--- config.mk ---
export PLATFORM = sky130hd
export DESIGN_NAME = ttss_due
export DESIGN_NICKNAME = d
export VERILOG_FILES = /design/src/hdl/ttss_pkg.sv /design/src/hdl/ttss_due.sv
export SDC_FILE = /design/constraint.sdc
export NUM_CORES = 2
export LEC_CHECK = 0
export ABC_AREA = 1
export BUFFER_PORTS_ARGS = -buffer_cell sky130_fd_sc_hd__clkbuf_2
export CAP_MARGIN = 30
export CORE_MARGIN = 2
export CORE_UTILIZATION = 35
export CTS_BUF_LIST = sky130_fd_sc_hd__clkbuf_4 sky130_fd_sc_hd__clkbuf_8 sky130_fd_sc_hd__clkbuf_16
export DETAILED_ROUTE_END_ITERATION = 8
export GPL_ROUTABILITY_DRIVEN = 0
export PLACE_DENSITY = 0.5
export SETUP_SLACK_MARGIN = 0.02
export SLEW_MARGIN = 20
export SYNTH_ARGS = -nofsm -noshare
export SYNTH_HDL_FRONTEND = slang
export SYNTH_SLANG_ARGS = --single-unit
--- constraint.sdc ---
create_clock -name clk_i -period 7.5 [get_ports clk_i]
set_clock_uncertainty 0.15 [all_clocks]
set_input_delay 1.5 -clock clk_i [delete_from_list [all_inputs] [get_ports clk_i]]
set_output_delay 1.5 -clock clk_i [all_outputs]
set_load 0.02 [all_outputs]
--- src/hdl/ttss_pkg.sv ---
`timescale 1ns / 1ps
// Shared widths, types, codes and constants of the three-track step sequencer.
package ttss_pkg;

  localparam int NUM_TRACKS = 3;
  localparam int TRK_W      = 2;
  localparam int MODE_W     = 2;
  localparam int STEP_W     = 16;
  localparam int SR_W       = 18;
  localparam int TEMPO_W    = 24;
  localparam int LOOP_W     = 24;
  localparam int FRAME_W    = 40;
  localparam int POS_W      = 50;
  localparam int SUM_W      = 37;
  localparam int Q_FRAC     = 16;
  localparam int PROD_W     = SUM_W + TEMPO_W;
  localparam int DUE_W      = PROD_W - Q_FRAC;
  localparam int CFG_IDX_W  = 8;
  localparam int CFG_DATA_W = 32;
  localparam int DIV_CNT_W  = $clog2(POS_W + 1);

  typedef logic [TRK_W-1:0]   trk_t;
  typedef logic [STEP_W-1:0]  step_t;
  typedef logic [SR_W-1:0]    sr_t;
  typedef logic [TEMPO_W-1:0] tempo_t;
  typedef logic [LOOP_W-1:0]  loop_t;
  typedef logic [FRAME_W-1:0] frame_t;
  typedef logic [POS_W-1:0]   pos_t;
  typedef logic [SUM_W-1:0]   sum_t;
  typedef logic [DUE_W-1:0]   due_t;

  localparam sr_t    SR_RESET    = 18'd48000;
  localparam tempo_t TEMPO_RESET = 24'd65536;
  localparam sum_t   BAR_MS      = 37'd4000;
  localparam pos_t   MS_PER_S    = 50'd1000;
  localparam trk_t   TRK_LIMIT   = 2'd3;

  typedef enum logic [MODE_W-1:0] {
    MODE_TICK   = 2'd0,
    MODE_CLEAR  = 2'd1,
    MODE_APPEND = 2'd2,
    MODE_REWIND = 2'd3
  } mode_e;

  typedef enum logic [CFG_IDX_W-1:0] {
    CFG_SAMPLE_RATE = 8'd0,
    CFG_TEMPO_SCALE = 8'd1
  } cfg_idx_e;

  typedef enum logic [2:0] {
    ST_IDLE,
    ST_EXEC,
    ST_RD,
    ST_LOAD,
    ST_MUL,
    ST_WAITDIV,
    ST_CMP,
    ST_DONE
  } state_e;

endpackage

--- src/hdl/ttss_due.sv ---
`timescale 1ns / 1ps
// Two-stage pipeline for the scaled due time of one track step.
module ttss_due (
  input  logic              clk_i,
  input  logic              rst_ni,
  input  logic              valid_i,
  input  ttss_pkg::step_t   step_i,
  input  ttss_pkg::loop_t   loop_i,
  input  ttss_pkg::tempo_t  tempo_i,
  output logic              valid_o,
  output ttss_pkg::due_t    due_o
);

  localparam int LO_W    = 19;
  localparam int HI_W    = ttss_pkg::SUM_W - LO_W;
  localparam int PP_LO_W = LO_W + ttss_pkg::TEMPO_W;
  localparam int PP_HI_W = HI_W + ttss_pkg::TEMPO_W;
  localparam int PROD_W  = ttss_pkg::PROD_W;

  logic               v1_q, v2_q;
  ttss_pkg::sum_t     sum_q;
  ttss_pkg::tempo_t   tempo_q;
  logic [PP_LO_W-1:0] pp_lo_q;
  logic [PP_HI_W-1:0] pp_hi_q;
  logic [PROD_W-1:0]  prod;

  always_ff @(posedge clk_i or negedge rst_ni) begin
    if (!rst_ni) begin
      v1_q <= 1'b0;
      v2_q <= 1'b0;
    end else begin
      v1_q <= valid_i;
      v2_q <= v1_q;
    end
  end

  // The bar offset is a constant product; the tempo product is split in two halves.
  always_ff @(posedge clk_i) begin
    sum_q   <= ttss_pkg::sum_t'(step_i) + ttss_pkg::sum_t'(loop_i) * ttss_pkg::BAR_MS;
    tempo_q <= tempo_i;
    pp_lo_q <= PP_LO_W'(sum_q[LO_W-1:0]) * PP_LO_W'(tempo_q);
    pp_hi_q <= PP_HI_W'(sum_q[ttss_pkg::SUM_W-1:LO_W]) * PP_HI_W'(tempo_q);
  end

  assign prod    = (PROD_W'(pp_hi_q) << LO_W) + PROD_W'(pp_lo_q);
  assign due_o   = prod[PROD_W-1:ttss_pkg::Q_FRAC];
  assign valid_o = v2_q;

endmodule

# --- Word level (Yosys, flattened, before mapping) ---
# Index checks and enable logic that the tools add are counted.
totals:
  ff_bits: 148
  latch_bits: 0
  ram_bits: 0
  romBits: 0
  input_bits: 67
  wordCells: 11
  n_memories: 0
classes:
  add_sub_neg: 2
  multipliers: 3
  div_mod_pow: 0
  order_cmp: 0
  n_eq_ne: 0
  n_shift: 0
  mux: 0
  bitwise: 0
  n_reduce_logical: 0
ops:
  columns: ["operator", "count"]
  rows:
  - ["adder 61 x 43 -> 61 bit", 1]
  - ["multiplier 19 x 24 -> 43 bit", 1]
  - ["multiplier 18 x 24 -> 42 bit", 1]
  - ["adder 16 x 36 -> 37 bit", 1]
  - ["multiplier 24 x 7 -> 31 bit (second input constant)", 1]

# --- Longest topological paths before layout ---
logic_depth:
  depth_word: 2
  mapped_depth: 28

# --- Least setup slack after synthesis ---
# OpenSTA, ideal clock, no wires.
synth_timing:
  path_type: "input -> register"
  start: "input port loop_i[5]"
  end: "register sum_q[34]"
  arrival_time_ps: 5885
  t_required_ps: 7241
  slack_ps: 1356
  path_stages: 24
  cell_sequence: "inv_1 -> fa_1 -> fa_1 -> fa_1 -> fa_1 -> inv_1 -> ha_1 -> nand2_2 -> inv_1 -> a21oi_1 -> nand2_2 -> xor2_1 -> ha_1 -> nand2_1 -> nor2_1 -> nand3_1 -> nand2_1 -> nand3_4 -> nor2_4 -> nand2_4 -> nor2_4 -> nand3_1 -> nand2_1 -> inv_1"
synth_via:
  elab_chain_len: 2
synth_rtl:
  columns: ["element", "line_no", "source"]
  rows:
  - ["from (decl)", "ttss_due.sv:8", "input ttss_pkg::loop_t loop_i,"]
  - ["multiplier 24 x 7 -> 31 bit", "ttss_due.sv:39", "sum_q <= ttss_pkg::sum_t'(step_i) + ttss_pkg::sum_t'(loop_i) * ttss_pkg::BAR_MS;"]
  - ["adder 16 x 36 -> 37 bit", "ttss_due.sv:39", null]
  - ["to (signal assigned)", "ttss_due.sv:39", null]
  - ["to (decl)", "ttss_due.sv:21", "ttss_pkg::sum_t sum_q;"]
# No other way between the ends.

# --- Worst setup path after layout ---
layout_timing:
  start: "register tempo_q[5]"
  end: "register pp_hi_q[34]"
layout_via:
  elab_chain_len: 1
layout_rtl:
  columns: ["element", "line_no", "source"]
  rows:
  - ["from (decl)", "ttss_due.sv:22", "ttss_pkg::tempo_t tempo_q;"]
  - ["from (signal assigned)", "ttss_due.sv:40", "tempo_q <= tempo_i;"]
  - ["multiplier 18 x 24 -> 42 bit", "ttss_due.sv:42", "pp_hi_q <= PP_HI_W'(sum_q[ttss_pkg::SUM_W-1:LO_W]) * PP_HI_W'(tempo_q);"]
  - ["to (signal assigned)", "ttss_due.sv:42", null]
  - ["to (decl)", "ttss_due.sv:24", "logic [PP_HI_W-1:0] pp_hi_q;"]
# No other way between the ends.

==> qor.csv <==
stage;metric;value;unit
worst_setup_path;crit_path_frequent_cell;fa_1;
route;drt-initial-drc-count;1629;
synth;synth-seq-cells;132;
final_layout;postLayoutCoreUtil;38.1;%
synth;yosysSeqAreaShare;6.56;%
timing;fmax;147;MHz
placement;place_ws;0.726;ns
worst_setup_path;cpLargestDelayFamily;adder cells;
synth;ys.warnings.count;0;
timing;rsz0062_at_grt;false;
grt;overflow;0;
final_layout;final_nets;6607;
clock_tree;path_clk_slew;0.06;ns
worst_setup_path;critPathMaxStageDelay;0.98;ns
timing;setup-violations-final;0;
final_layout;final_common_cell;inv_1;
synth;async_flop_share;1.52;%
worst_setup_path;crit_fanout;16;
clock_tree;clockBufferDepth;2;
route;drt_first_pass_iters;5;
flow_run;cap_violations;0;
synth;syn_nets;6557;
clock_tree;cts_max_level;4;
route;wl_met3;5.28;mm
final_layout;drive_gt1_share;6.26;%
die;die_area;0.118;sq mm
hold_path;hp-class;flop to flop;
final_layout;final_cell_mix;inv_1, nand2_1, fa_1;
clock_tree;cts_buffers;17;
synth;syn_inst;5334;
placement;io_buffers;112;
synth;synthFlopType;dfxtp_1;
die;die_h;344;um
grt;gr-usage-all-layers;20.5;%
route;post_drt_wl_per_cell;16.7;um
grt;grt_max_degree;38;
final_layout;fillCellCount;12300;
timing;worst_slew_pin_slew;1.02;ns
clock_tree;ctsResizeCount;0;
worst_setup_path;crit_type;flop to flop;
synth;syn-mean-instance-area;7.58;sq um
status;outcome;finished, final reports clean;
worst_setup_path;start_kind;flop;
route;ant_nets;0;
die;start_util;35.3;%
clock_tree;cts_tree;built;
clock_tree;postCtsSetupRepairBufs;0;
route;route.met2.wl;53.8;mm
final_layout;area_growth;7.93;%
route;routed_wirelength;115;mm
timing;fin_ws;0.705;ns
route;met1Wirelength;53.7;mm
clock_tree;clkSinkCount;132;
clock_tree;cts-hold-fix-buffers;0;
route;drc;0;
die;die_w;344;um
timing;setup_tns;0;ns
route;top_layer;met4;
synth;yosysUniqueCellTypes;51;
grt;grt_pass1_vias;34400;
die;core_area;0.115;sq mm
die;rows;124;
timing;drv_slew;0;
worst_setup_path;crit_required;7.72;ns
worst_setup_path;cp_num_buf_inv;6;
grt;antenna_found_initial;5;
timing;slew-limit-headroom;32.1;%
worst_setup_path;path_cells;buf_4, nand2_1, inv_1, fa_1, inv_1, fa_1, fa_1, fa_1, inv_1, fa_1, inv_1, fa_1, inv_1, ha_1, nand2_1, nor2_1, nand4_1, o211ai_1, a21oi_1, o21bai_1, nand2_1, nand3_1, nand2_1;
grt;grt_pass1_wl;188;mm
synth;netlist_area;0.0404;sq mm
synth;synth_edf_count;0;
worst_setup_path;end_kind;flop;
die;io_pins;113;
route;vias;32000;
route;vias_per_cell;4.63;
timing;finalHoldViolCount;0;
clock_tree;root_buffer;clkbuf_16;
worst_setup_path;crit_path_top_delay_cell;dfxtp_1;
worst_setup_path;cp.arrival;7.02;ns
placement;dp_hpwl;97.9;mm
clock_tree;clk_latency;0.50;ns
timing;fin_crit_sh;90.6;%
timing;finalCriticalPeriod;6.80;ns
## sequential cells by signal (all words and copies together) (netlist names)
name     cells
sum_q       37
valid_o      1
v1_q         1
tempo_q     24
pp_hi_q     42
pp_lo_q     27
## cell usage after synthesis, types with 3 or more instances
library cell / instances / area share (%)
nand2_2: 28 / 0.43
a21o_1: 16 / 0.30
clkbuf_1: 130 / 1.2
o21ai_1: 4 / 0.050
nand2_1: 1360 / 13
a21boi_0: 7 / 0.13
xor2_1: 87 / 1.9
o21a_1: 16 / 0.30
nand4_1: 38 / 0.59
xnor2_1: 47 / 1.0
dfxtp_1: 130 / 6.4
o221ai_1: 3 / 0.065
nor4_1: 9 / 0.14
nor2_1: 179 / 1.7
a211oi_1: 3 / 0.056
o211ai_1: 4 / 0.074
o21bai_1: 9 / 0.17
nand3b_2: 5 / 0.14
nand3b_1: 4 / 0.074
nor2_4: 18 / 0.50
a31oi_1: 16 / 0.25
o31ai_1: 3 / 0.056
or2_1: 3 / 0.046
ha_1: 344 / 11
o21ai_0: 73 / 0.90
inv_1: 1619 / 15
inv_2: 10 / 0.093
and2_1: 4 / 0.062
nand3_1: 78 / 0.97
or2_2: 3 / 0.046
fa_1: 812 / 40
nand2_4: 9 / 0.25
nand3_2: 4 / 0.099
a21oi_1: 158 / 2.0
nor2_2: 15 / 0.23
buf_1: 38 / 0.35
clkinv_1: 3 / 0.028
buf_4: 3 / 0.056
nor3_1: 22 / 0.27
## path summary, 6_finish.rpt
kind	slack (ns)	cells past startpoint	to	startpoint
max	0.70	23	pp_hi_q[34]$_DFF_P_	tempo_q[5]$_DFF_P_
min	0.21	0	valid_o$_DFF_PN0_	v1_q$_DFF_PN0_
max reg2reg	0.70	23	pp_hi_q[34]$_DFF_P_	tempo_q[5]$_DFF_P_
min reg2reg	0.21	0	valid_o$_DFF_PN0_	v1_q$_DFF_PN0_
max in group asynchronous	6.46	1	valid_o$_DFF_PN0_	rst_ni
min in group asynchronous	0.64	1	v1_q$_DFF_PN0_	rst_ni
## per-layer routing
layer  vias to the layer above  track usage, %
li1                      15300               -
met1                     15900            28.1
met2                       701            34.3
met3                       120            2.57
met4                         0            4.88
met5                         -               0
## logic make-up (layout without fill, tap and decap cells)
family,after synthesis,count (layout),synth area share [%]
other,0,3,0
buffers and inverters,1805,1867,16.8
adders and majority gates,1156,1156,50.9
AOI/OAI and AO/OA,319,319,4.46
and+or+nand+nor,1788,1788,18.4
DFF,132,132,6.56
xor gates and xnor gates,134,134,2.90
## area by class of cell
class                   count  area, sq um  share of cell area (%)
inverters                1632         6130                    14.0
diodes                      3         7.51                  0.0172
clock buffers              17          425                   0.975
repair buffers            204         1340                    3.07
multi-input cells        3397        31000                    71.0
well taps                1512         1890                    4.34
flip-flops and latches    132         2650                    6.08
clock inverters            14          203                   0.465
## through the flow
stage               instances  hold slack [ns]  instance area (sq um)
finish                   6911            0.208                  43600
global route             6908            0.216                  43600
CTS                      6908            0.214                  43600
detailed placement       6877            0.198                  43000
global placement         6875            0.188                  43000
floorplan                5334            0.181                  40400
Power is not shown: default switching activity piles up to over one toggle a cycle in this logic, so the estimate is an artifact.
