[src/hdl/ttss_ram.sv]
`timescale 1ns / 1ps
// Generic single-write, single-read RAM with a registered read port.
module ttss_ram #(
  parameter int WIDTH = 16,
  parameter int DEPTH = 96
) (
  input  logic                     clk_i,
  input  logic                     we_i,
  input  logic [$clog2(DEPTH)-1:0] waddr_i,
  input  logic [WIDTH-1:0]         wdata_i,
  input  logic [$clog2(DEPTH)-1:0] raddr_i,
  output logic [WIDTH-1:0]         rdata_o
);

  logic [WIDTH-1:0] mem_q [DEPTH];
  logic [WIDTH-1:0] rdata_q;

  always_ff @(posedge clk_i) begin
    if (we_i) begin
      mem_q[waddr_i] <= wdata_i;
    end
    rdata_q <= mem_q[raddr_i];
  end

  assign rdata_o = rdata_q;

endmodule

[config.mk]
export PLATFORM = sky130hd
export DESIGN_NAME = ttss_ram
export DESIGN_NICKNAME = d
export VERILOG_FILES = /design/src/hdl/ttss_ram.sv
export SDC_FILE = /design/constraint.sdc
export NUM_CORES = 1
export LEC_CHECK = 0
export ABC_CLOCK_PERIOD_IN_PS = 2850
export BUFFER_PORTS_ARGS = -buffer_cell sky130_fd_sc_hd__buf_4
export CAP_MARGIN = 20
export CORE_MARGIN = 8
export CORE_UTILIZATION = 30
export DETAILED_ROUTE_END_ITERATION = 8
export SLEW_MARGIN = 40
export SYNTH_ARGS = -nofsm -noshare
export SYNTH_HDL_FRONTEND = slang
export SYNTH_SLANG_ARGS = --single-unit
[constraint.sdc]
create_clock -name clk_i -period 2.85 [get_ports clk_i]
set_input_delay 0.57 -clock clk_i [delete_from_list [all_inputs] [get_ports clk_i]]
set_output_delay 0.57 -clock clk_i [all_outputs]
set_load 0.01 [all_outputs]
# After elaboration in Yosys (flattened, before gate mapping)
# Memory sizes are Yosys's and may differ from the RTL's. A register that Yosys moved wholly into a read port is not among the register bits.
# Index checks and enable logic that the tools add are counted.
op_classes:
  add_sub_neg: 0
  multipliers: 0
  n_div: 0
  order_cmp: 0
  eq_ne: 0
  shift: 0
  muxes: 2
  bitwise_logic: 0
  reduce_logical: 0
ops:
  columns: ["operator", "count"]
  rows:
  - ["$mux W1", 2]
totals:
  register_bits: 0
  latchBits: 0
  ramBits: 1536
  mem_bits_ro: 0
  elab_cells: 3
  n_memories: 1
mem_list:
  columns: ["memory", "words", "width", "rd", "rd_ports_with_merged_regs", "write_ports", "line", "rtl"]
  rows:
  - ["mem_q", 96, 16, 1, 1, 1, "15", "logic [WIDTH-1:0] mem_q [DEPTH];"]

# Longest topological paths before layout
# Gate-level depths: netlist (run 1).
depth:
  word_depth: 2
  depth_mapped: 9
  depth_no_buf: 5

# Worst setup path before layout (run 1)
# OpenSTA, ideal clock, no wires.
synth_path:
  path_type: "input-to-reg"
  from: "in waddr_i[5]"
  to: "mem mem_q[50][0], enable pin"
  setup_time_ns: 0.409
  arrival_time_ns: 2.228
  required_ns: 2.441
  setup_slack_ns: 0.213
  cell_stages: 3
  path_buffers: 0
  path_cell_list: "nor2b_1 -> nand3_1 -> nor3_1"
synth_lines:
  columns: ["element", "line", "rtl"]
  rows:
  - ["start, declared", "9", "input logic [$clog2(DEPTH)-1:0] waddr_i,"]
  - ["end, declared", "15", null]
# No word-level cell before the write port.

==> results of run 1 <==
==> final cells by class <==
cell class / count / area (um^2)
Sequential cell: 1552 / 46400
Timing Repair Buffer: 381 / 3670
Fill cell: 17901 / 126000
Inverter: 1 / 3.75
Antenna cell: 2 / 5.00
Tap cell: 2640 / 3300
Multi-Input combinational cell: 918 / 12200
Clock buffer: 196 / 4180
Clock inverter: 94 / 891
==> metal layers <==
metal | GRT usage | wire length, um | part of all wire | up-vias
met1 | 0.187 | 62800 | 0.41 | 15457
met4 | 0.0438 | 4500 | 0.030 | 8
met3 | 0.0231 | 9050 | 0.060 | 220
met5 | 0 | 49 | 0.00032 | -
met2 | 0.236 | 75400 | 0.50 | 946
li1 | - | - | - | 11932
==> synth_stat cells (3+ instances only) <==
master     instances
dfxtp_1           16
clkbuf_1          46
o221ai_1           5
nand3_1           50
nand3b_1           4
buf_2             52
a31oi_1            9
and2_1             3
or3_1              3
edfxtp_1        1536
o2111ai_1         21
buf_1              8
nor2b_1           14
buf_4             33
o22ai_1           26
nor3_1            11
mux2i_1           81
a221oi_1           3
mux2_2             6
nor2_1            99
a211oi_1           6
buf_6              4
nand2_1           78
a22oi_1           44
a21oi_1           34
nand2b_1           7
or3b_2             4
mux4_2           391
o211ai_1          13
==> registers in the layout (all words and copies together) (netlist names) <==
| register | flops |
|---|---|
| mem_q | 1536 |
| rdata_o | 16 |
==> stage by stage <==
| step | util | TNS, ps |
|---|---|---|
| floorplan | - | 0 |
| global placement | 0.333 | -1340 |
| detailed placement | 0.333 | -1160 |
| CTS | 0.359 | 0 |
| global route | 0.359 | 0 |
| finish | 0.359 | 0 |
==> kinds of logic after synthesis <==
family                 count (synthesis)  share of synthesized area
AOI/OAI and AO/OA                    164                     0.0191
muxes                                478                      0.163
buffers and inverters                144                     0.0128
DFF                                 1552                      0.784
and+or+nand+nor                      276                     0.0206
==> final timing paths <==
path	to	slack [ps]
setup / recovery	rdata_o[4]	390
hold reg to reg	rdata_o[15]	880
hold / removal	mem_q[9][1]	270
setup reg to reg	rdata_o[4]	390
==> where the power goes <==
group          total [mW]  internal (mW)  leakage (nW)  switching, mW
clock                20.3           11.6          2.48           8.68
combinational        2.56           1.04          5.77           1.52
sequential           25.3           25.2          13.9          0.104
==> worst reg2reg max path: stages (launching register included) <==
cell and delay, ps:
edfxtp_1 360, mux4_2 480, mux2i_1 150, buf_4 160, o2111ai_1 250, a31oi_1 650, buf_4 220, nand3_1 70
==> results.md, run 1 <==
- Hold Worst Slack: 267 ps
- Clk slew on worst S/H paths: 60 ps
- GRT Util Overall: 0.140
- Clk_skew: 23.4 ps
- Worst r2r path cells: 7
- Count of pins over their slew limit: 0
- H-tree depth: 4
- Max cap viols: 0
- Final min period: 2460 ps
- Post-synth EDFFs: 1,536
- Most frequent cells in the layout: edfxtp_1, mux4_2, buf_4
- Reg-to-Reg Start: mem_q[61][4]
- YS warnings: 0
- Pre-antenna DRT Iters: 5
- Area after DPL: 65,600 um^2
- Post-route setup slack: 385 ps
- Worst path depth: 7
- Top delay family on crit path: compound AO/OA/AOI/OAI gates
- Final Hold Vio Count: 0
- First-pass GRT wire length: 216,000 um
- Flops & latches, synth: 1,552
- CP startpoint: mem_q[61][4]
- Mapped Area: 59,200 um^2
- # DRC: 0
- Die H: 460 um
- Fmax: 0.406 GHz
- Placed insts: 5,491
- HPWL Detailed: 95,500 um
- Initial Util: 0.301
- Core area: 197,000 um^2
- Worst-Skew Late Latency: 780 ps
- Io pins: 48
- P_leak: 22.2 nW
- Post-CTS Setup Bufs: 0
- Worst VDD drop: 645 uV
- Area grow syn2layout: 19.3%
- Vias: 28,563
- Crit start category: register
- Initial DRC Count: 3,044
- Syn Nets: 2,646
- I/O Buffers: 47
- Slew @ Worst Pin: 742 ps
- Power density over cell area: 682 nW/um^2
- CTS sink cnt: 1,552
- Worst Hold Class: input pin to register
- Worst path max stage delay: 640 ps
- RD Place Congestion: 0.805
- Hold path startpoint: wdata_i[1]
- Yosys top cell by area: edfxtp_1
- Synth top area cells: edfxtp_1, mux4_2, mux2i_1
- Clock Tree Buf Depth: 3
- Most common cell after layout, fill and taps aside: edfxtp_1
- Placement Rows: 163
- Final Cycle Share: 0.865
- Post-synth cell types: 34
- Critical Path Fanout Max: 1
- CP Capture Type: register
- WL final: 152,000 um
- Num CTS Buffers: 159
- Share of layout cells above drive strength 1: 0.335
- Routed Antenna Nets: 0
- CP arrival: 3100 ps
- Largest net degree at the start of global routing: 97
- Post-cts sizing count: 0
- GRT overflow: 0
- Seq/Total Area, Yosys: 0.784
- Number of global-route vias before repair: 29,288
- Critical path's slowest cell: a31oi_1
- Hold buffer count at cts: 0
- Max-Slew Margin vs Limit: 0.505
- Die area: 212,000 um^2
- Status: finished, final reports clean
- Final non-filler cell total: 5,784
- Vias per std cell: 4.94
- Syn Area/Cell: 22.7 um^2
- CTS tree: yes
- Kind of critical path: register to register
- WP buf/inv: 2
- Top_reg_cell synth: edfxtp_1
- CP Data Required Time: 3490 ps
- Root Buffer: clkbuf_16
- Critical Path, Cell by Cell: mux4_2 > mux2i_1 > buf_4 > o2111ai_1 > a31oi_1 > buf_4 > nand3_1
- Final setup viols: 0
- Synthesized instance count: 2,614
- DR WL/cell: 26.2 um
- Ys async rst share: 0
- Worst path most repeated cell: buf_4
- Design Area, Final: 70,700 um^2
- Die width: 460 um
- Hold path depth: 1
- RSZ-0062 raised after global routing: false
- Initial antenna violation count: 9
- Yosys top cell area share: 0.779
- Nets: 3,045
- Final Power: 48.2 mW
- Setup WS pre-CTS: -280 ps
(Power assumes the default switching activity.)
==> inputs of run 2 (changes only) <==
--- a/config.mk
+++ b/config.mk
@@ -10,6 +10,7 @@
 export CAP_MARGIN = 20
 export CORE_MARGIN = 8
 export CORE_UTILIZATION = 30
+export CTS_BUF_LIST = sky130_fd_sc_hd__clkbuf_4 sky130_fd_sc_hd__clkbuf_8
 export DETAILED_ROUTE_END_ITERATION = 8
 export SLEW_MARGIN = 40
 export SYNTH_ARGS = -nofsm -noshare
==> results.md, run 2 (synthesized netlist as in run 1, its figures left out) <==
- Slew @ Worst Pin: 746 ps (was 742 ps)
- Final min period: 2420 ps (was 2460 ps)
- Die H: 460 um (unchanged)
- Clk slew on worst S/H paths: 70 ps (was 60 ps)
- P_leak: 22.3 nW (was 22.2 nW)
- Core area: 197,000 um^2 (unchanged)
- Count of pins over their slew limit: 0 (unchanged)
- Kind of critical path: register to register (unchanged)
- Clock Tree Buf Depth: 3 (unchanged)
- HPWL Detailed: 95,500 um (unchanged)
- WL final: 154,000 um (was 152,000 um)
- Worst path max stage delay: 610 ps (was 640 ps)
- CP arrival: 3240 ps (was 3100 ps)
- Final Hold Vio Count: 0 (unchanged)
- Largest net degree at the start of global routing: 97 (unchanged)
- Hold path depth: 1 (unchanged)
- Initial Util: 0.301 (unchanged)
- Critical path's slowest cell: a31oi_1 (unchanged)
- Finished Core Util: 0.358 (was 0.359)
- Post-CTS Setup Bufs: 0 (unchanged)
- CTS sink cnt: 1,552 (unchanged)
- Number of global-route vias before repair: 29,942 (was 29,288)
- Max-Slew Margin vs Limit: 0.503 (was 0.505)
- Reg2reg setup slack: 430 ps (was 390 ps)
- Io pins: 48 (unchanged)
- Hold Worst Slack: 116 ps (was 267 ps)
- CP Capture Type: register (unchanged)
- First-pass GRT wire length: 219,000 um (was 216,000 um)
- Biggest register: mem_q (unchanged)
- Critical Path Fanout Max: 1 (unchanged)
- Fmax: 0.413 GHz (was 0.406 GHz)
- RSZ-0062 raised after global routing: false (unchanged)
- Most frequent cells in the layout: edfxtp_1, mux4_2, buf_4 (unchanged)
- Initial DRC Count: 2,837 (was 3,044)
- Reg area: 46,400 um^2 (unchanged)
- Most common cell after layout, fill and taps aside: edfxtp_1 (unchanged)
- Power density over cell area: 659 nW/um^2 (was 682 nW/um^2)
- Worst Hold Class: input pin to register (unchanged)
- Top delay family on crit path: compound AO/OA/AOI/OAI gates (unchanged)
- Hold path startpoint: wdata_i[12] (was wdata_i[1])
- Fill cell count: 18,043 (was 17,901)
- Area grow syn2layout: 18.8% (was 19.3%)
- Num CTS Buffers: 240 (was 159)
- Reg-to-Reg Start: mem_q[61][4] (unchanged)
- Vias per std cell: 4.88 (was 4.94)
- Initial antenna violation count: 11 (was 9)
- # DRC: 0 (unchanged)
- Pre-antenna DRT Iters: 5 (unchanged)
- WP buf/inv: 2 (unchanged)
- RD Place Congestion: 0.805 (unchanged)
- Final Cycle Share: 0.851 (was 0.865)
- Largest register FFs: 1,536 (unchanged)
- Die area: 212,000 um^2 (unchanged)
- Critical Path, Cell by Cell: mux4_2 > mux2i_1 > buf_4 > o2111ai_1 > a31oi_1 > buf_4 > nand3_1 (unchanged)
- Die width: 460 um (unchanged)
- Crit start category: register (unchanged)
- RR Endpoint: rdata_o[4] (unchanged)
- Multi-input gate area: 12,200 um^2 (unchanged)
- Worst r2r path cells: 7 (unchanged)
- Hold Path Sink: mem_q[12][12] (was mem_q[9][1])
- GRT Util Overall: 0.141 (was 0.140)
- CP Data Required Time: 3660 ps (was 3490 ps)
- Nets: 3,127 (was 3,045)
- Worst path depth: 7 (unchanged)
- Status: finished, final reports clean (unchanged)
- Worst path most repeated cell: buf_4 (unchanged)
- Routed Antenna Nets: 0 (unchanged)
- Final setup viols: 0 (unchanged)
- Share of layout cells above drive strength 1: 0.367 (was 0.335)
- CTS tree: yes (unchanged)
- GRT overflow: 0 (unchanged)
- Root Buffer: clkbuf_8 (was clkbuf_16)
- Worst VDD drop: 429 uV (was 645 uV)
- Clk_skew: 38.1 ps (was 23.4 ps)
- Worst-Skew Late Latency: 940 ps (was 780 ps)
- Vias: 28,966 (was 28,563)
- Max cap viols: 0 (unchanged)
- Placement Rows: 163 (unchanged)
- DR WL/cell: 25.9 um (was 26.2 um)
- H-tree depth: 4 (unchanged)
- I/O Buffers: 47 (unchanged)
==> run 2: changes by cell type in the layout (fill, tap and decap cells not counted), moves of 6 or more <==
cell and change:
clkbuf_1 -32, bufinv_16 -7, clkinvlp_4 -6, clkbuf_4 +93, inv_8 +8, clkbuf_16 -160, clkinv_1 +22, clkinv_2 -11
clkbuf_8 +248
==> run 2: through the flow <==
step / instances / total power [mW] / setup TNS, ps / cell area [um^2] / setup WS [ps]
2_1_floorplan: 2614 / 26.9 / 0 / 59200 / 213
3_3_place_gp: 5491 / 28.4 / -1340 / 65600 / -323
3_5_place_dp: 5491 / 28.4 / -1160 / 65600 / -280
4_1_cts: 5927 / 46.9 / 0 / 70400 / 297
5_1_grt: 5933 / 47.9 / 0 / 70400 / 385
6_report: 5935 / 46.4 / 0 / 70400 / 426
==> run 2: timing repair <==
| item | CTS | global route |
|---|---|---|
| gates resized for setup | 0 | 0 |
| hold buffers | 1 | 0 |
| endpoints found under the hold margin | 24 | 0 |
==> run 2: final cells by class <==
cell class / instances / share of cell area
Multi-Input combinational cell: 918 / 0.173
Clock buffer: 345 / 0.0592
Clock inverter: 90 / 0.00871
Timing Repair Buffer: 382 / 0.0523
Tap cell: 2640 / 0.0469
Inverter: 1 / 0.0000533
Sequential cell: 1552 / 0.660
Antenna cell: 7 / 0.000249
==> run 2: worst max-delay path by stage <==
stage               slack (ps)          from      endpoint
finish                     430  mem_q[61][4]    rdata_o[4]
global route               390    rdata_o[0]    rdata_o[0]
CTS                        300    rdata_o[0]    rdata_o[0]
detailed placement        -280    raddr_i[0]    rdata_o[4]
global placement          -320    raddr_i[0]    rdata_o[4]
floorplan                  210    waddr_i[5]  mem_q[50][0]
==> run 2: report_power, final <==
part | switching [mW] | total (mW) | internal [mW]
clock | 8.58 | 18.5 | 9.93
sequential | 0.103 | 25.3 | 25.2
combinational | 1.52 | 2.56 | 1.04
total | 10.2 | 46.4 | 36.2
==> run 2: layer usage <==
metal,up-vias,wire length [um],GRT usage
li1,12125,-,-
met4,8,4580,0.0466
met1,15630,63700,0.186
met3,227,8980,0.0269
met5,-,47,0
met2,976,76300,0.237
==> run 2: worst register-to-register path: stages, from the launching register on <==
cell and delay [ps]:
edfxtp_1 360, mux4_2 480, mux2i_1 150, buf_4 160, o2111ai_1 260, a31oi_1 610
buf_4 220, nand3_1 70
