[src/hdl/ttss_pkg.sv]
`timescale 1ns / 1ps
// Shared widths, types, codes and constants of the three-track step sequencer.
package ttss_pkg;

  localparam int NUM_TRACKS = 3;
  localparam int TRK_W      = 2;
  localparam int MODE_W     = 2;
  localparam int STEP_W     = 16;
  localparam int SR_W       = 18;
  localparam int TEMPO_W    = 24;
  localparam int LOOP_W     = 24;
  localparam int FRAME_W    = 40;
  localparam int POS_W      = 50;
  localparam int SUM_W      = 37;
  localparam int Q_FRAC     = 16;
  localparam int PROD_W     = SUM_W + TEMPO_W;
  localparam int DUE_W      = PROD_W - Q_FRAC;
  localparam int CFG_IDX_W  = 8;
  localparam int CFG_DATA_W = 32;
  localparam int DIV_CNT_W  = $clog2(POS_W + 1);

  typedef logic [TRK_W-1:0]   trk_t;
  typedef logic [STEP_W-1:0]  step_t;
  typedef logic [SR_W-1:0]    sr_t;
  typedef logic [TEMPO_W-1:0] tempo_t;
  typedef logic [LOOP_W-1:0]  loop_t;
  typedef logic [FRAME_W-1:0] frame_t;
  typedef logic [POS_W-1:0]   pos_t;
  typedef logic [SUM_W-1:0]   sum_t;
  typedef logic [DUE_W-1:0]   due_t;

  localparam sr_t    SR_RESET    = 18'd48000;
  localparam tempo_t TEMPO_RESET = 24'd65536;
  localparam sum_t   BAR_MS      = 37'd4000;
  localparam pos_t   MS_PER_S    = 50'd1000;
  localparam trk_t   TRK_LIMIT   = 2'd3;

  typedef enum logic [MODE_W-1:0] {
    MODE_TICK   = 2'd0,
    MODE_CLEAR  = 2'd1,
    MODE_APPEND = 2'd2,
    MODE_REWIND = 2'd3
  } mode_e;

  typedef enum logic [CFG_IDX_W-1:0] {
    CFG_SAMPLE_RATE = 8'd0,
    CFG_TEMPO_SCALE = 8'd1
  } cfg_idx_e;

  typedef enum logic [2:0] {
    ST_IDLE,
    ST_EXEC,
    ST_RD,
    ST_LOAD,
    ST_MUL,
    ST_WAITDIV,
    ST_CMP,
    ST_DONE
  } state_e;

endpackage

[src/hdl/ttss_div.sv]
`timescale 1ns / 1ps
// Restoring divider, one quotient bit per cycle, for the millisecond position.
module ttss_div (
  input  logic            clk_i,
  input  logic            rst_ni,
  input  logic            start_i,
  input  ttss_pkg::pos_t  dividend_i,
  input  ttss_pkg::sr_t   divisor_i,
  output logic            busy_o,
  output ttss_pkg::pos_t  quotient_o
);

  localparam int PW = ttss_pkg::POS_W;
  localparam int SW = ttss_pkg::SR_W;
  localparam int CW = ttss_pkg::DIV_CNT_W;

  logic          busy_q, busy_d;
  logic [CW-1:0] cnt_q, cnt_d;
  logic [PW-1:0] dvd_q, dvd_d;
  logic [SW-1:0] rem_q, rem_d;
  logic [SW-1:0] dsr_q, dsr_d;
  logic [SW:0]   trial;
  logic [SW:0]   diff;
  logic          ge;

  always_comb begin
    trial  = {rem_q, dvd_q[PW-1]};
    diff   = trial - {1'b0, dsr_q};
    ge     = (trial >= {1'b0, dsr_q});
    busy_d = busy_q;
    cnt_d  = cnt_q;
    dvd_d  = dvd_q;
    rem_d  = rem_q;
    dsr_d  = dsr_q;
    if (start_i) begin
      busy_d = 1'b1;
      cnt_d  = CW'(PW);
      dvd_d  = dividend_i;
      rem_d  = '0;
      // A zero rate divides by one.
      dsr_d  = (divisor_i == '0) ? SW'(1) : divisor_i;
    end else if (busy_q) begin
      rem_d  = ge ? diff[SW-1:0] : trial[SW-1:0];
      dvd_d  = {dvd_q[PW-2:0], ge};
      cnt_d  = cnt_q - CW'(1);
      busy_d = (cnt_q != CW'(1));
    end
  end

  always_ff @(posedge clk_i or negedge rst_ni) begin
    if (!rst_ni) begin
      busy_q <= 1'b0;
      cnt_q  <= '0;
    end else begin
      busy_q <= busy_d;
      cnt_q  <= cnt_d;
    end
  end

  always_ff @(posedge clk_i) begin
    dvd_q <= dvd_d;
    rem_q <= rem_d;
    dsr_q <= dsr_d;
  end

  assign busy_o     = busy_q;
  assign quotient_o = dvd_q;

endmodule

[config.mk]
export PLATFORM = sky130hd
export DESIGN_NAME = ttss_div
export DESIGN_NICKNAME = d
export VERILOG_FILES = /design/src/hdl/ttss_pkg.sv /design/src/hdl/ttss_div.sv
export SDC_FILE = /design/constraint.sdc
export NUM_CORES = 1
export LEC_CHECK = 0
export BUFFER_PORTS_ARGS = -buffer_cell sky130_fd_sc_hd__buf_2
export CAP_MARGIN = 20
export CORE_UTILIZATION = 40
export CTS_CLUSTER_SIZE = 16
export DETAILED_ROUTE_END_ITERATION = 6
export GPL_TIMING_DRIVEN = 0
export MAX_ROUTING_LAYER = met4
export PLACE_DENSITY = 0.65
export SYNTH_ARGS = -nofsm -noshare
export SYNTH_HDL_FRONTEND = slang
export SYNTH_SLANG_ARGS = --single-unit
[constraint.sdc]
create_clock -name clk_i -period 2.5 [get_ports clk_i]
set_input_delay 0.625 -clock clk_i [delete_from_list [all_inputs] [get_ports clk_i]]
set_output_delay 0.625 -clock clk_i [all_outputs]
set_load 0.05 [all_outputs]
# Word-level counts from Yosys, hierarchy flattened
# Index checks and enable logic that the tools add are counted.
word_totals:
  input_bits: 71
  word_cells: 18
  ff_bits: 93
op_classes:
  n_mux: 7
  eq_ne: 1
  add_sub_neg: 2
  magnitude_cmp: 1
  n_reduce_logical: 2
ops:
  columns: ["op", "count"]
  rows:
  - ["$mux 50", 2]
  - ["$ge 19x18->1", 1]
  - ["$logic_not 18->1", 1]
  - ["$mux 18", 1]
  - ["$sub 18x18->18", 1]
  - ["$mux 6", 2]
  - ["$ne 6x1->1 const B", 1]
  - ["$sub 6x1->6 const B", 1]
  - ["$mux 1", 2]
  - ["$reduce_bool 2->1", 1]

# Logic depth before layout (Yosys ltp)
# Gate-level depths: netlist (run 1).
logic_depth:
  ltp_word: 3
  mapped_depth: 11
  ltp_nobuf: 10

# Least setup slack after synthesis (run 1)
# Ideal clock, no wire load.
synth_timing:
  kind: "register to register"
  from: "register dvd_q[49] (netlist: quotient_o[49])"
  to: "register rem_q[14]"
  n_path_buf: 0
  path_stages_with_launch: 11
  setup_time_ns: 0.130
  setup_slack_ns: -0.159
  arrival_ns: 2.529
  required_time_ns: 2.370
  period_less_slack_ns: 2.659
  path_cell_list: "edfxtp_1 > inv_1 > ha_1 > inv_1 > fa_1 > a211oi_1 > o21ai_0 > a31o_2 > o41a_1 > o2111ai_1 > o211ai_1"
synth_between:
  elab_chain_len: 2
  elab_cells_between_ends: 3
  cone_classes: "add/sub: 1; order compare: 1; mux: 1"
synth_lines:
  columns: ["element", "line_no", "rtl"]
  rows:
  - ["from (decl)", "ttss_div.sv:19", "logic [PW-1:0] dvd_q, dvd_d;"]
  - ["from (signal assigned)", "ttss_div.sv:61", "dvd_q <= dvd_d;"]
  - ["$sub 18x18->18 / $ge 19x18->1 (equally long branches)", "ttss_div.sv:28, ttss_div.sv:29", null]
  - ["$mux 18 *", "ttss_div.sv:43", "rem_d = ge ? diff[SW-1:0] : trial[SW-1:0];"]
  - ["to (signal assigned)", "ttss_div.sv:62", "rem_q <= rem_d;"]
  - ["to (decl)", "ttss_div.sv:20", "logic [SW-1:0] rem_q, rem_d;"]
# Mark *: on every way between the ends. The rest lies on a longest branch, timed or not.
# A chain may end at the register's enable or synchronous reset.

# Worst setup path in the final report (run 1)
layout_timing:
  from: "register dsr_q[16]"
  to: "register dvd_q[0] (netlist: quotient_o[0]), data pin"
layout_between:
  elab_chain_len: 3
layout_lines:
  columns: ["element", "line_no", "rtl"]
  rows:
  - ["from (decl)", "ttss_div.sv:21", "logic [SW-1:0] dsr_q, dsr_d;"]
  - ["from (signal assigned)", "ttss_div.sv:63", "dsr_q <= dsr_d;"]
  - ["$ge 19x18->1", "ttss_div.sv:29", "ge = (trial >= {1'b0, dsr_q});"]
  - ["$mux 50", "ttss_div.sv:42", "end else if (busy_q) begin"]
  - ["$mux 50", "ttss_div.sv:35", "if (start_i) begin"]
  - ["named net dvd_d[0]", "ttss_div.sv:19", null]
# The timed path passes the listed nets, and every way through them passes these cells. The select of a mux whose other input is x is not followed.

==> flow_metrics.tcl, run 1 <==
set metrics [dict create \
    fin_hold_ws_ps 93.2 \
    dieHeight_um 114 \
    grt_usage 0.203 \
    route.detailed.drc 0 \
    core.rowCount 40 \
    fin_crit_ps 2460 \
    max_freq_mhz 407 \
    register_area_mm2 0.00258 \
    worstMarginPinSlew_ps 648 \
    async_flop_share 0.0753 \
    vias 3978 \
    htreeDepth 3 \
    syn-num-nets 533 \
    synthDistinctLibCells 58 \
    root_buffer "clkbuf_16" \
    area_delta_synth_final_pct 27.3 \
    clock-sinks 93 \
    cts_tree "done" \
    synth-simple-area-share 0.0985 \
    ctsHoldBuffers 0 \
    ir_drop_mv 0.423 \
    leakagePower_uw 0.00264 \
    slew_headroom 0.568 \
    wire_per_inst_um 16.4 \
    fin_crit_sh 0.983 \
    core_area_mm2 0.0121 \
    drive_gt1_frac 0.410 \
    finalHoldViolCount 0 \
    syn_avg_cell_area_um2 11.3 \
    first_pass_iters 4 \
    antenna_found_initial 0 \
    outcome "finished, final reports clean" \
    layout_commonest_cell "buf_2" \
    io_buffers 121 \
    synth-compound-area-share 0.131 \
    cts_max_path_buffers 2 \
    synth_adder_area_share 0.0540 \
    synth-xor-area-share 0.0315 \
    p_per_area_mw_per_mm2 622 \
    synth.area.mux_share 0.115 \
    ys.flop_type "edfxtp_1" \
    yosysWarnings 0 \
    drt_iter0_markers 188 \
    die_w_um 114 \
    globalplace.congestion 0.893 \
    syn_area_mm2 0.00500 \
    nFillCells 1087 \
    required_ps 2600 \
    clk_pin_slew_ps 70 \
    skew_ps 4.62 \
    multi_input_area_mm2 0.00229 \
    cts_buffers 9 \
    clock_latency_ps 350 \
    pin_count 122 \
    synth_top_area_frac 0.408 \
    syn_inst 441 \
    grt_max_degree 20 \
    synth_edf_count 68 \
    synth_area_leaders "edfxtp_1, mux2_2, dfxtp_1" \
    dieArea_mm2 0.0130 \
    start_util 0.413 \
    ys_seq_area_frac 0.515 \
    rsz0062_at_grt "true" \
    path_class "reg -> reg" \
    cp_max_fo 10 \
    ant_nets 0 \
    first_global_vias 3950 \
    slew_violations 0 \
    grt_pass1_wl_um 19400 \
    place_hpwl_um 8900 \
    cp-end-kind "register" \
    num_antenna_cells 0 \
    viasPerCell 5.23 \
    cap_violations 0 \
    tns_ps 0 \
    overflow 0 \
    wl_um 12400 \
    synth_top_family_by_area "compound AO/OA/AOI/OAI gates" \
    nNetsFinal 679 \
    critPathLaunchType "register" \
    min-delay-path-class "in -> async" \
    worstPathArrival_ps 2560 \
    setup_violations 0 \
    final_cell_mix "buf_2, edfxtp_1, mux2_2" \
    ys_ff_latch 93 \
    synth_area_leader_cell "edfxtp_1" \
]
metal layers:
metal	vias up	GRT usage	routed length, um
li1	1929	-	-
met1	1894	0.260	5570
met2	134	0.314	5970
met3	21	0.0298	619
met4	0	0.105	285
met5	-	-	0
state kept, by name (all words and copies together) (netlist names):
signal	cells
quotient_o	50
rem_q	18
cnt_q	6
dsr_q	18
busy_o	1
path summary, 6_finish.rpt:
check	endpoint	cells after the start	from	slack, ps
setup / recovery	quotient_o[0]	9	dsr_q[16]	40
hold / removal	cnt_q[3]	1	rst_ni	90
setup reg to reg	quotient_o[0]	9	dsr_q[16]	40
hold reg to reg	rem_q[3]	2	rem_q[2]	510
max in group asynchronous	busy_o	1	rst_ni	2250
min in group clk_i	rem_q[3]	2	rem_q[2]	510
cell usage after synthesis (2+ instances only):
master and instances:
o31ai_1 2, nand2_1 36, clkbuf_1 30, xor2_1 8, a211o_1 2, dfxtp_1 18, dfrtp_1 7, o21a_1 2
a311oi_1 2, edfxtp_1 68, a31oi_1 2, o211ai_1 14, and4_1 2, o41ai_1 2, o21ai_0 16, mux2_2 50
nor3_1 7, buf_6 2, xnor2_1 10, o21ai_1 2, a21oi_1 14, a211oi_1 2, and2_1 7, inv_1 26
a32o_1 2, a2111oi_0 2, nand2b_1 7, ha_1 20, nand3_1 8, nor2_1 15, o221ai_1 2, a21o_1 6
a41o_1 2, a41oi_1 4, nor4_1 6, o2111ai_1 3, buf_2 6, nand4_1 3, or3_1 3, a31o_2 3
what timing repair did:
| action | CTS | global route |
|---|---|---|
| cloned | 3 | 0 |
| pin swaps | 3 | 12 |
| endpoints found under the setup margin | 69 | 17 |
| buffers inserted | 2 | 10 |
| endpoints found under the hold margin | 0 | 0 |
| gates resized for setup | 20 | 23 |
power by group:
part           total (uW)  switching (uW)  internal, uW
clock network        1270             591           678
logic                 831             550           281
registers            1860            63.9          1790
cell type report:
class | count | area share
timing repair buffer | 133 | 0.109
multi-input combinational | 282 | 0.360
sequential | 93 | 0.405
inverter | 26 | 0.0159
clock inverter | 5 | 0.00570
clock buffer | 11 | 0.0366
buffer | 39 | 0.0305
timing repair inverter | 3 | 0.00354
tap | 168 | 0.0330
worst max-delay path, cell delays in order, from the launching register on:
cell and delay, ps:
edfxtp_1 390, inv_2 120, ha_4 210, a21o_1 190, a211o_1 260, a41o_1 250, a31oi_4 250, nand2_2 110
buf_6 170, mux2_2 260
metrics by stage:
| step | total power, uW | std cells | setup WS [ps] | instance area, um2 | util |
|---|---|---|---|---|---|
| after floorplan | 2470 | 441 | -61.8 | 5020 | - |
| after global placement | 2670 | 730 | -1100 | 5830 | 0.482 |
| after detailed placement | 2690 | 730 | -1130 | 5830 | 0.482 |
| after CTS | 3960 | 750 | -33.1 | 6210 | 0.513 |
| after global routing | 4110 | 760 | -17.2 | 6370 | 0.526 |
| final | 3960 | 760 | 41.9 | 6370 | 0.526 |
cells by family (layout without fill, tap and decap cells):
| group | after synthesis | after routing |
|---|---|---|
| xor gates and xnor gates | 18 | 18 |
| DFF | 93 | 93 |
| adders and majority gates | 21 | 21 |
| buffers and inverters | 66 | 217 |
| and+or+nand+nor | 100 | 100 |
| AOI/OAI and AO/OA | 92 | 92 |
| muxes | 51 | 51 |
No activity file was read; power rests on OpenSTA's default activity.
==> run 2: changes to the inputs <==
GPL_TIMING_DRIVEN = default   (was 0)
==> flow_metrics.tcl, run 2 (synthesized netlist as in run 1, its figures left out) <==
set metrics [dict create \
    outcome "finished, final reports clean" \
    grt_pass1_wl_um 19400 \
    cts_max_path_buffers 2 \
    ant_nets 0 \
    stdcell_count 739 \
    drive_gt1_frac 0.405 \
    ctsHoldBuffers 0 \
    dieArea_mm2 0.0130 \
    area_delta_synth_final_pct 23.7 \
    crit_buf_inv 2 \
    nNetsFinal 659 \
    cap_violations 0 \
    ir_drop_mv 0.418 \
    largest_reg_flops 50 \
    worst_slack_ps 78.1 \
    postCtsSetupBuffers 0 \
    fin_crit_sh 0.969 \
    antenna_found_initial 0 \
    wl_um 11800 \
    htreeDepth 3 \
    max_freq_mhz 413 \
    min-delay-path-class "in -> async" \
    drt_iter0_markers 287 \
    start_util 0.413 \
    route.detailed.drc 0 \
    worstMarginPinSlew_ps 647 \
    cp_max_fo 5 \
    io_buffers 121 \
    num_antenna_cells 0 \
    root_buffer "clkbuf_16" \
    grt_usage 0.201 \
    crit_slowest_cell "fa_1" \
    cts_tree "done" \
    first_pass_iters 4 \
    clk_pin_slew_ps 70 \
    grt_max_degree 51 \
    globalplace.congestion 0.914 \
    core.rowCount 40 \
    place_hpwl_um 8930 \
    required_ps 2720 \
    place_inst 724 \
    cp_slowest_stage_delay_ps 420 \
    wire_per_inst_um 16.0 \
    cts_buffers 9 \
    first_global_vias 3921 \
    die_w_um 114 \
    clock-sinks 93 \
    cts_resized 0 \
    vias 3887 \
    layout_commonest_cell "buf_2" \
    slew_violations 0 \
    path_common_cell "inv_1" \
    p_per_area_mw_per_mm2 641 \
    worstPathArrival_ps 2640 \
    slew_headroom 0.569 \
    core_area_mm2 0.0121 \
    multi_input_area_mm2 0.00216 \
    overflow 0 \
    path_class "reg -> reg" \
    rsz0062_at_grt "true" \
    cp-end-kind "register" \
    finalHoldViolCount 0 \
    skew_ps 8.03 \
    fin_crit_ps 2420 \
    dp_slack_ps 81.1 \
    path_delay_family "compound AO/OA/AOI/OAI gates" \
    dieHeight_um 114 \
    leakagePower_uw 0.00264 \
    register_area_mm2 0.00258 \
    setup_violations 0 \
    final_cell_mix "buf_2, edfxtp_1, mux2_2" \
    nFillCells 1125 \
    critPathLaunchType "register" \
    pin_count 122 \
    clock_latency_ps 350 \
    viasPerCell 5.26 \
    worstPathCellList "inv_1 > ha_1 > inv_1 > fa_1 > a211oi_2 > o21ai_2 > a31o_2 > o41a_1 > o2111ai_1 > o211ai_1" \
]
run 2: cell count changes in the layout (fill, tap and decap cells not counted), moves of 3 or more:
cell	before	now
clkbuf_4	4	0
buf_6	3	0
clkbuf_1	30	0
buf_4	14	35
a21oi_1	11	14
run 2: area by class of cell:
type / instances / area share
clock buffers: 9 / 0.0364
flip-flops and latches: 93 / 0.417
repair buffers: 155 / 0.140
inverters: 26 / 0.0164
well taps: 168 / 0.0340
multi-input cells: 282 / 0.349
clock inverters: 6 / 0.00789
run 2: path summary, 6_finish.rpt:
| kind | endpoint | slack (ps) | cells past startpoint | start |
|---|---|---|---|---|
| hold reg to reg | rem_q[15] | 510 | 2 | rem_q[15] |
| setup reg to reg | rem_q[14] | 80 | 10 | quotient_o[49] |
| setup / recovery | rem_q[14] | 80 | 10 | quotient_o[49] |
| min in group clk_i | dsr_q[12] | 460 | 1 | divisor_i[12] |
| hold / removal | cnt_q[3] | 90 | 1 | rst_ni |
| max in group asynchronous | cnt_q[0] | 2250 | 1 | rst_ni |
run 2: routing by layer:
layer	routed length, um	track usage	vias up
li1	-	-	1889
met1	5250	0.259	1868
met2	5700	0.322	118
met3	688	0.0377	12
met4	202	0.0675	0
met5	0	-	-
run 2: report_power, final:
part	total, uW	switching [uW]	internal, uW
combinational	815	534	282
clock	1290	615	679
sequential	1860	64.7	1790
run 2: through the flow:
step | util | TNS [ps] | area (um2) | total power [uW] | hold slack (ps)
after global placement | 0.488 | 0 | 5910 | 2690 | 469
after floorplan | - | -61.8 | 5020 | 2470 | 329
after CTS | 0.511 | 0 | 6180 | 4000 | 87.2
after detailed placement | 0.488 | 0 | 5910 | 2700 | 470
final | 0.511 | 0 | 6190 | 3970 | 91.4
after global routing | 0.511 | -150 | 6190 | 4120 | 88.0
